`src/design/hsv_to_rgb_converter_assert.svh`:
```
// Assertion macros for the HSV to RGB converter.
// Used by hsv_to_rgb_converter.sv; needs nothing else.
`ifndef HSV_TO_RGB_CONVERTER_ASSERT_SVH
`define HSV_TO_RGB_CONVERTER_ASSERT_SVH

// Same-cycle implication, disabled during reset.
`define HTR_ASSERT_NOW(name, clk_s, rstn_s, ante, cons, msg) \
  name: assert property (@(posedge clk_s) disable iff (!rstn_s) (ante) |-> (cons)) \
    else $error(msg);

// Next-cycle implication, disabled during reset.
`define HTR_ASSERT_NEXT(name, clk_s, rstn_s, ante, cons, msg) \
  name: assert property (@(posedge clk_s) disable iff (!rstn_s) (ante) |=> (cons)) \
    else $error(msg);

`endif

```
`src/design/htr_pkg.sv`:
```
// Package for the HSV to RGB converter: fixed-point constants and sector codes.
// No dependencies.
package htr_pkg;

  // degrees per radian, 16 fraction bits
  localparam logic [21:0] DEG_PER_RAD = 22'd3754938;

  // hue in degrees, 8 fraction bits
  localparam logic [16:0] HUE_FULL = 17'd92160;
  localparam logic [13:0] HUE_SECT = 14'd15360;
  localparam logic [16:0] HUE_B1   = 17'd15360;
  localparam logic [16:0] HUE_B2   = 17'd30720;
  localparam logic [16:0] HUE_B3   = 17'd46080;
  localparam logic [16:0] HUE_B4   = 17'd61440;
  localparam logic [16:0] HUE_B5   = 17'd76800;

  // floor(2^32 / HUE_FULL)
  localparam logic [15:0] WRAP_RECIP = 16'((64'd1 << 32) / 64'd92160);

  // channel = round(num / (255 * sector))
  localparam logic [29:0] CH_DEN   = 30'd3916800;
  localparam logic [29:0] CH_HALF  = 30'd1958400;
  localparam logic [30:0] CH_RECIP = 31'((64'd1 << 52) / 64'd3916800);

  typedef enum logic [2:0] {
    SEC_RED_YEL = 3'd0,
    SEC_YEL_GRN = 3'd1,
    SEC_GRN_CYN = 3'd2,
    SEC_CYN_BLU = 3'd3,
    SEC_BLU_MAG = 3'd4,
    SEC_MAG_RED = 3'd5
  } sector_t;

endpackage

```
`src/design/hsv_to_rgb_converter.sv`:
```
// HSV to RGB converter, ten-stage pipeline.
// Depends on htr_pkg and hsv_to_rgb_converter_assert.svh.
//
// Usage:
//   Input channel in_*: one pixel per transfer, hue in signed radians
//   (HUE_FRAC_BITS fraction bits), saturation and brightness 0..255.
//   Output channel out_*: red, green, blue, 0..255, rounded to nearest.
//   out_tvalid rises when the pixel reaches the last stage register; the result
//   can transfer at the next edge. Throughput: one pixel per cycle with out_tready high.
//   Each stage holds one pixel with its own valid bit; a stage loads when
//   it is empty or when the stage after it moves on, so bubbles collapse.
//   Stages: input capture, radians-to-degrees multiply, rounding, wrap
//   quotient estimate, remainder, wrap and sign fix, sector decode,
//   channel numerators, reciprocal multiply, quotient correction/output.
//   When out_tready is low the result stays on out_tdata and the pipe
//   keeps accepting until all ten stages hold a pixel; only then does
//   in_tready drop. Nothing is dropped or repeated across a stall.
//   Reset (rst_n low, synchronous) clears all valid bits; data registers
//   are not reset.
`include "hsv_to_rgb_converter_assert.svh"

module hsv_to_rgb_converter #(
  parameter int HUE_FRAC_BITS = 12
) (
  input  logic        clk,
  input  logic        rst_n,
  input  logic        in_tvalid,
  output logic        in_tready,
  input  logic [31:0] in_tdata,    // [15:0] hue_radians, [23:16] saturation, [31:24] brightness
  output logic        out_tvalid,
  input  logic        out_tready,
  output logic [23:0] out_tdata    // [7:0] red, [15:8] green, [23:16] blue
);
  import htr_pkg::*;

  localparam int NSTG  = 10;
  localparam int SH    = HUE_FRAC_BITS + 8;
  localparam int DEG_W = 39 - SH;
  localparam int QP_W  = DEG_W + 16;
  localparam int Q_W   = QP_W - 32;

  logic [NSTG-1:0] vld_r, vld_nxt, load;

  always_comb begin
    load[NSTG-1] = !vld_r[NSTG-1] || out_tready;
    for (int k = NSTG - 2; k >= 0; k--) begin
      load[k] = !vld_r[k] || load[k+1];
    end
    for (int k = 0; k < NSTG; k++) begin
      if (load[k]) begin
        vld_nxt[k] = (k == 0) ? in_tvalid : vld_r[(k == 0) ? 0 : k - 1];
      end else begin
        vld_nxt[k] = vld_r[k];
      end
    end
  end

  always_ff @(posedge clk) begin
    if (!rst_n) begin
      vld_r <= '0;
    end else begin
      vld_r <= vld_nxt;
    end
  end

  assign in_tready = load[0];

  // stage 1: capture, magnitude
  logic        p1_neg_r, p1_neg_nxt;
  logic [16:0] p1_mag_r, p1_mag_nxt;
  logic [7:0]  p1_sat_r, p1_bri_r;

  always_comb begin
    p1_neg_nxt = in_tdata[15];
    p1_mag_nxt = p1_neg_nxt ? (17'h10000 - {1'b0, in_tdata[15:0]}) : {1'b0, in_tdata[15:0]};
  end

  always_ff @(posedge clk) begin
    if (load[0]) begin
      p1_neg_r <= p1_neg_nxt;
      p1_mag_r <= p1_mag_nxt;
      p1_sat_r <= in_tdata[23:16];
      p1_bri_r <= in_tdata[31:24];
    end
  end

  // stage 2: radians to degrees
  logic [36:0] p2_prod_r, p2_prod_nxt;
  logic        p2_neg_r;
  logic [7:0]  p2_sat_r, p2_bri_r;

  assign p2_prod_nxt = 37'(p1_mag_r) * 37'(DEG_PER_RAD);

  always_ff @(posedge clk) begin
    if (load[1]) begin
      p2_prod_r <= p2_prod_nxt;
      p2_neg_r  <= p1_neg_r;
      p2_sat_r  <= p1_sat_r;
      p2_bri_r  <= p1_bri_r;
    end
  end

  // stage 3: round half up on magnitude
  logic [37:0]      p3_sum;
  logic [DEG_W-1:0] p3_deg_r, p3_deg_nxt;
  logic             p3_neg_r;
  logic [7:0]       p3_sat_r, p3_bri_r;

  always_comb begin
    p3_sum     = {1'b0, p2_prod_r} + (38'd1 << (SH - 1));
    p3_deg_nxt = DEG_W'(p3_sum >> SH);
  end

  always_ff @(posedge clk) begin
    if (load[2]) begin
      p3_deg_r <= p3_deg_nxt;
      p3_neg_r <= p2_neg_r;
      p3_sat_r <= p2_sat_r;
      p3_bri_r <= p2_bri_r;
    end
  end

  // stage 4: quotient estimate of degrees / 360
  logic [QP_W-1:0]  p4_qprod;
  logic [Q_W-1:0]   p4_q_r, p4_q_nxt;
  logic [DEG_W-1:0] p4_deg_r;
  logic             p4_neg_r;
  logic [7:0]       p4_sat_r, p4_bri_r;

  always_comb begin
    p4_qprod = QP_W'(p3_deg_r) * QP_W'(WRAP_RECIP);
    p4_q_nxt = p4_qprod[QP_W-1:32];
  end

  always_ff @(posedge clk) begin
    if (load[3]) begin
      p4_q_r   <= p4_q_nxt;
      p4_deg_r <= p3_deg_r;
      p4_neg_r <= p3_neg_r;
      p4_sat_r <= p3_sat_r;
      p4_bri_r <= p3_bri_r;
    end
  end

  // stage 5: remainder, below twice the full circle
  logic [DEG_W-1:0] p5_rfull;
  logic [17:0]      p5_r0_r, p5_r0_nxt;
  logic             p5_neg_r;
  logic [7:0]       p5_sat_r, p5_bri_r;

  always_comb begin
    p5_rfull  = p4_deg_r - DEG_W'(p4_q_r) * DEG_W'(HUE_FULL);
    p5_r0_nxt = p5_rfull[17:0];
  end

  always_ff @(posedge clk) begin
    if (load[4]) begin
      p5_r0_r  <= p5_r0_nxt;
      p5_neg_r <= p4_neg_r;
      p5_sat_r <= p4_sat_r;
      p5_bri_r <= p4_bri_r;
    end
  end

  // stage 6: final wrap and sign
  logic [16:0] p6_rem;
  logic [16:0] p6_h_r, p6_h_nxt;
  logic [7:0]  p6_sat_r, p6_bri_r;

  always_comb begin
    if (p5_r0_r >= 18'(HUE_FULL)) begin
      p6_rem = 17'(p5_r0_r - 18'(HUE_FULL));
    end else begin
      p6_rem = p5_r0_r[16:0];
    end
    if (p5_neg_r && (p6_rem != '0)) begin
      p6_h_nxt = HUE_FULL - p6_rem;
    end else begin
      p6_h_nxt = p6_rem;
    end
  end

  always_ff @(posedge clk) begin
    if (load[5]) begin
      p6_h_r   <= p6_h_nxt;
      p6_sat_r <= p5_sat_r;
      p6_bri_r <= p5_bri_r;
    end
  end

  // stage 7: sector decode, s*v and v*(255-s)
  sector_t     p7_sec_r, p7_sec_nxt;
  logic [13:0] p7_t_r, p7_t_nxt;
  logic [15:0] p7_sv_r, p7_sv_nxt;
  logic [15:0] p7_a_r, p7_a_nxt;
  logic [7:0]  p7_bri_r;
  logic [16:0] p7_tw;

  always_comb begin
    if (p6_h_r <= HUE_B1) begin
      p7_sec_nxt = SEC_RED_YEL;
      p7_tw      = p6_h_r;
    end else if (p6_h_r <= HUE_B2) begin
      p7_sec_nxt = SEC_YEL_GRN;
      p7_tw      = HUE_B2 - p6_h_r;
    end else if (p6_h_r <= HUE_B3) begin
      p7_sec_nxt = SEC_GRN_CYN;
      p7_tw      = p6_h_r - HUE_B2;
    end else if (p6_h_r <= HUE_B4) begin
      p7_sec_nxt = SEC_CYN_BLU;
      p7_tw      = HUE_B4 - p6_h_r;
    end else if (p6_h_r <= HUE_B5) begin
      p7_sec_nxt = SEC_BLU_MAG;
      p7_tw      = p6_h_r - HUE_B4;
    end else begin
      p7_sec_nxt = SEC_MAG_RED;
      p7_tw      = HUE_FULL - p6_h_r;
    end
    p7_t_nxt  = p7_tw[13:0];
    p7_sv_nxt = 16'(p6_sat_r) * 16'(p6_bri_r);
    p7_a_nxt  = 16'(p6_bri_r) * 16'(8'(8'd255 - p6_sat_r));
  end

  always_ff @(posedge clk) begin
    if (load[6]) begin
      p7_sec_r <= p7_sec_nxt;
      p7_t_r   <= p7_t_nxt;
      p7_sv_r  <= p7_sv_nxt;
      p7_a_r   <= p7_a_nxt;
      p7_bri_r <= p6_bri_r;
    end
  end

  // stage 8: channel numerators, rounding offset included
  logic [29:0] p8_base;
  logic [29:0] p8_nlo_r, p8_nlo_nxt;
  logic [29:0] p8_nmid_r, p8_nmid_nxt;
  sector_t     p8_sec_r;
  logic [7:0]  p8_bri_r;

  always_comb begin
    p8_base     = 30'(p7_a_r) * 30'(HUE_SECT) + CH_HALF;
    p8_nlo_nxt  = p8_base;
    p8_nmid_nxt = p8_base + 30'(p7_sv_r) * 30'(p7_t_r);
  end

  always_ff @(posedge clk) begin
    if (load[7]) begin
      p8_nlo_r  <= p8_nlo_nxt;
      p8_nmid_r <= p8_nmid_nxt;
      p8_sec_r  <= p7_sec_r;
      p8_bri_r  <= p7_bri_r;
    end
  end

  // stage 9: reciprocal multiply, estimate low by at most one
  logic [60:0] p9_plo, p9_pmid;
  logic [7:0]  p9_qlo_r, p9_qlo_nxt, p9_qmid_r, p9_qmid_nxt;
  logic [29:0] p9_nlo_r, p9_nmid_r;
  sector_t     p9_sec_r;
  logic [7:0]  p9_bri_r;

  always_comb begin
    p9_plo      = 61'(p8_nlo_r) * 61'(CH_RECIP);
    p9_pmid     = 61'(p8_nmid_r) * 61'(CH_RECIP);
    p9_qlo_nxt  = p9_plo[59:52];
    p9_qmid_nxt = p9_pmid[59:52];
  end

  always_ff @(posedge clk) begin
    if (load[8]) begin
      p9_qlo_r  <= p9_qlo_nxt;
      p9_qmid_r <= p9_qmid_nxt;
      p9_nlo_r  <= p8_nlo_r;
      p9_nmid_r <= p8_nmid_r;
      p9_sec_r  <= p8_sec_r;
      p9_bri_r  <= p8_bri_r;
    end
  end

  // stage 10: correction and channel routing
  logic [29:0] p10_remlo, p10_remmid;
  logic [7:0]  p10_lo, p10_mid, p10_hi;
  logic [7:0]  p10_red_r, p10_red_nxt;
  logic [7:0]  p10_green_r, p10_green_nxt;
  logic [7:0]  p10_blue_r, p10_blue_nxt;

  always_comb begin
    p10_remlo  = p9_nlo_r - 30'(p9_qlo_r) * CH_DEN;
    p10_remmid = p9_nmid_r - 30'(p9_qmid_r) * CH_DEN;
    p10_lo     = (p10_remlo >= CH_DEN) ? p9_qlo_r + 8'd1 : p9_qlo_r;
    p10_mid    = (p10_remmid >= CH_DEN) ? p9_qmid_r + 8'd1 : p9_qmid_r;
    p10_hi     = p9_bri_r;
    unique case (p9_sec_r)
      SEC_RED_YEL: begin
        p10_red_nxt = p10_hi; p10_green_nxt = p10_mid; p10_blue_nxt = p10_lo;
      end
      SEC_YEL_GRN: begin
        p10_red_nxt = p10_mid; p10_green_nxt = p10_hi; p10_blue_nxt = p10_lo;
      end
      SEC_GRN_CYN: begin
        p10_red_nxt = p10_lo; p10_green_nxt = p10_hi; p10_blue_nxt = p10_mid;
      end
      SEC_CYN_BLU: begin
        p10_red_nxt = p10_lo; p10_green_nxt = p10_mid; p10_blue_nxt = p10_hi;
      end
      SEC_BLU_MAG: begin
        p10_red_nxt = p10_mid; p10_green_nxt = p10_lo; p10_blue_nxt = p10_hi;
      end
      default: begin
        p10_red_nxt = p10_hi; p10_green_nxt = p10_lo; p10_blue_nxt = p10_mid;
      end
    endcase
  end

  always_ff @(posedge clk) begin
    if (load[9]) begin
      p10_red_r   <= p10_red_nxt;
      p10_green_r <= p10_green_nxt;
      p10_blue_r  <= p10_blue_nxt;
    end
  end

  assign out_tvalid = vld_r[NSTG-1];
  assign out_tdata  = {p10_blue_r, p10_green_r, p10_red_r};

  `HTR_ASSERT_NOW(a_full_when_blocked, clk, rst_n, !in_tready, &vld_r,
    "input blocked while pipeline has an empty stage")
  `HTR_ASSERT_NOW(a_wrap_rem_bound, clk, rst_n, vld_r[4], p5_r0_r < 18'd184320,
    "hue wrap quotient estimate off by more than one")
  `HTR_ASSERT_NOW(a_hue_range, clk, rst_n, vld_r[5], p6_h_r < HUE_FULL,
    "wrapped hue out of range")
  `HTR_ASSERT_NEXT(a_stage_advance, clk, rst_n, vld_r[4] && load[5], vld_r[5],
    "pixel lost between remainder and wrap stages")

endmodule

```
`config.mk`:
```
export PLATFORM = sky130hd
export DESIGN_NAME = hsv_to_rgb_converter
export DESIGN_NICKNAME = d
export VERILOG_FILES = /design/src/design/htr_pkg.sv /design/src/design/hsv_to_rgb_converter.sv
export VERILOG_INCLUDE_DIRS = /design/src /design/src/design
export SDC_FILE = /design/constraint.sdc
export NUM_CORES = 2
export LEC_CHECK = 0
export ABC_AREA = 1
export BUFFER_PORTS_ARGS = -buffer_cell sky130_fd_sc_hd__buf_4
export CAP_MARGIN = 20
export CORE_UTILIZATION = 50
export DETAILED_ROUTE_END_ITERATION = 12
export GPL_ROUTABILITY_DRIVEN = 0
export MAX_ROUTING_LAYER = met4
export PLACE_DENSITY = 0.65
export REMOVE_ABC_BUFFERS = 1
export SYNTH_ARGS = -nofsm -noshare
export SYNTH_HDL_FRONTEND = slang
export SYNTH_SLANG_ARGS = --single-unit
```
`constraint.sdc`:
```
create_clock -name clk -period 10.2 [get_ports clk]
set_clock_uncertainty 0.15 [all_clocks]
set_input_delay 2.04 -clock clk [delete_from_list [all_inputs] [get_ports clk]]
set_output_delay 2.04 -clock clk [all_outputs]
set_load 0.02 [all_outputs]
```
==> results_dict.tcl <==
set metrics [dict create \
    status "finished, final reports clean" \
    drtIter0Drc 2678 \
    crit_required_ns 8.01 \
    worstMarginPinSlew_ns 1.017 \
    setup_viol 0 \
    post-route-period-util_pct 81.85 \
    root_buffer "clkbuf_16" \
    cts_setup_buffers 0 \
    ys_types 63 \
    min_period_ns 8.349 \
    setup-tns-final_ns 0 \
    die_w_um 365.9 \
    cts_buffer_depth 3 \
    critPathLaunch "out_tready" \
    initial_core_util_pct 50.36 \
    synth_ff_type "edfxtp_1" \
    pin_count 62 \
    synth_edf_count 418 \
    drc 0 \
    ys_warn_count 0 \
    fp-row-count 133 \
    fmax_mhz 119.8 \
    viasPerCell 5.117 \
    cts-htree-levels 2 \
    grtUsageTotal_pct 24.09 \
    final.fill_count 11870 \
    max-slew-margin-rel_pct 32.20 \
    syn_area_per_cell_sq_um 9.281 \
    cap_viol_max_count 0 \
    path_class "primary input to output port" \
    rsz0062_at_grt "false" \
    grt_pass1_wl_um 249800 \
    min_path_type "flip-flop to flip-flop" \
    core-area_sq_mm 0.1315 \
    hp-start "p4_sat_r[2]" \
    cts_hold_buf 0 \
    drt-pass1-iter-count 6 \
    yosysSeqAreaShare_pct 19.26 \
    grt-ovfl-total 0 \
    report.final.slew_viol_count 0 \
    clkSlewWorstSetupHoldPaths_ns 0.06 \
    hold_viol 0 \
    areaGrowthSynthToFinish_pct 6.314 \
    clock_latency_ns 0.64 \
    synth_top_area_cell "fa_1" \
    port_buffers 61 \
    start_kind "primary input" \
    cts_buffers 50 \
    worst_ep_arrival_time_ns 6.16 \
    drt-total-wl_um 151600 \
    post_synth_main_area_contributors "fa_1 27%, ha_1 23%, edfxtp_1 19%" \
    synth_top_area_share_pct 27.37 \
    yosys_register_bits 428 \
    reg2reg_from "p7_a_r[3]" \
    cp-end-kind "output port" \
    dieHeight_um 365.9 \
    dieArea_sq_mm 0.1339 \
    first_global_vias 48060 \
    wl_per_cell_um 16.87 \
    cts_sinks 428 \
    synth_area_sq_mm 0.06620 \
    cts-resized-gates 0 \
    layout.nets 9322 \
    drive_above_1_share_pct 3.209 \
    syn_inst 7133 \
    vias 45980 \
    grt_max_degree 69 \
    async_flop_share_pct 0 \
    critPathMaxFanout 37 \
    post-dp-hpwl_um 129400 \
    cts_tree "done" \
    antenna_found_initial 6 \
    final_antenna_net_count 0 \
]
## cell type report
type / instances / area [sq um] / share of cell area [%]
Clock buffer: 56 / 1274 / 1.810
Clock inverter: 36 / 432.9 / 0.6151
Antenna cell: 3 / 7.507 / 0.01067
Timing Repair Buffer: 73 / 548.0 / 0.7786
Tap cell: 1755 / 2196 / 3.120
Inverter: 1942 / 7289 / 10.36
Multi-Input combinational cell: 4694 / 45880 / 65.19
Sequential cell: 428 / 12750 / 18.12
## routing by layer
layer	up-vias	GRT usage [%]	wire length, um
met5	-	-	0
met3	224	3.132	7637
met4	0	6.799	4599
met2	1051	39.86	72510
met1	22360	31.02	66890
li1	22350	-	-
## synth_stat cells, types with 47 or more instances
library cell and count:
inv_1 1928, ha_1 1192, nand2_1 1044, fa_1 905, edfxtp_1 418, nor2_1 349
a21oi_1 280, nand3_1 196, xor2_1 152, o21ai_0 132, xnor2_1 80, clkbuf_1 64
nor3_1 49, nand4_1 47
## stage by stage
step	util, %	std cells	cell area [sq um]	hold slack [ns]	setup WS, ns
2_1_floorplan	-	7064	65920	0.2503	0.4693
3_3_place_gp	52.23	8892	68670	0.2506	1.746
3_5_place_dp	52.23	8892	68670	0.2545	1.694
4_1_cts	53.53	8984	70380	0.2657	1.685
5_1_grt	53.54	8987	70380	0.2727	1.367
6_report	53.54	8987	70380	0.2639	1.851
## sequential cells by signal, summed over array words and instances, names as in the netlist, 18 cells and up
register	cells
p8_nmid_r	30
p8_nlo_r	20
p9_nlo_r	20
p9_nmid_r	20
p2_prod_r	18
p3_deg_r	18
p4_deg_r	18
p5_r0_r	18
## cell usage in the layout (no fill, tap or decap), types with 10 or more instances in the layout
master	n
dfxtp_1	10
fa_1	905
inv_2	12
o21ai_0	132
a31oi_1	28
o211ai_1	16
or2_2	10
nand4_1	47
nor2_1	349
clkbuf_16	50
nor4_1	23
o21ai_1	12
a21o_1	22
nand3_1	196
ha_1	1192
edfxtp_1	418
buf_4	73
nand2_2	17
o21a_1	17
a21oi_1	280
xor2_1	152
o21bai_1	18
nor3_1	49
nand3b_1	22
xnor2_1	80
nand2_1	1043
inv_1	1928
## cell families after synthesis
| logic type | after synthesis | synth area share [%] |
|---|---|---|
| compound gates | 573 | 4.952 |
| other cells | 1 | 0.005664 |
| buf+inv | 2011 | 11.43 |
| flops | 428 | 19.26 |
| fa+ha+maj | 2097 | 49.89 |
| xor+xnor | 233 | 3.094 |
| simple gates | 1790 | 11.36 |
## final timing paths
| kind | end | slack (ns) | cells after the start |
|---|---|---|---|
| worst min register to register | p5_sat_r[2] | 0.26 | 0 |
| worst min-delay path | p5_sat_r[2] | 0.26 | 0 |
| worst max-delay path | in_tready | 1.85 | 18 |
| worst max register to register | p8_nmid_r[24] | 2.27 | 27 |
## critical path, cell delays in order
cell	delay [ns]
buf_4	0.08
nor2_1	0.04
inv_2	0.51
nor2_1	0.12
inv_2	0.08
nor2_1	0.05
inv_2	0.05
nor2_1	0.04
inv_2	0.06
nor2_1	0.04
inv_2	0.55
nor2_1	0.11
inv_2	0.58
nor2_4	0.07
nand2_2	0.66
nor2_2	0.10
nand2_2	0.67
buf_4	0.27
Power is left out: the tool's default activity adds up to more than one toggle a clock period on the data nets, which glitch-free logic cannot reach.
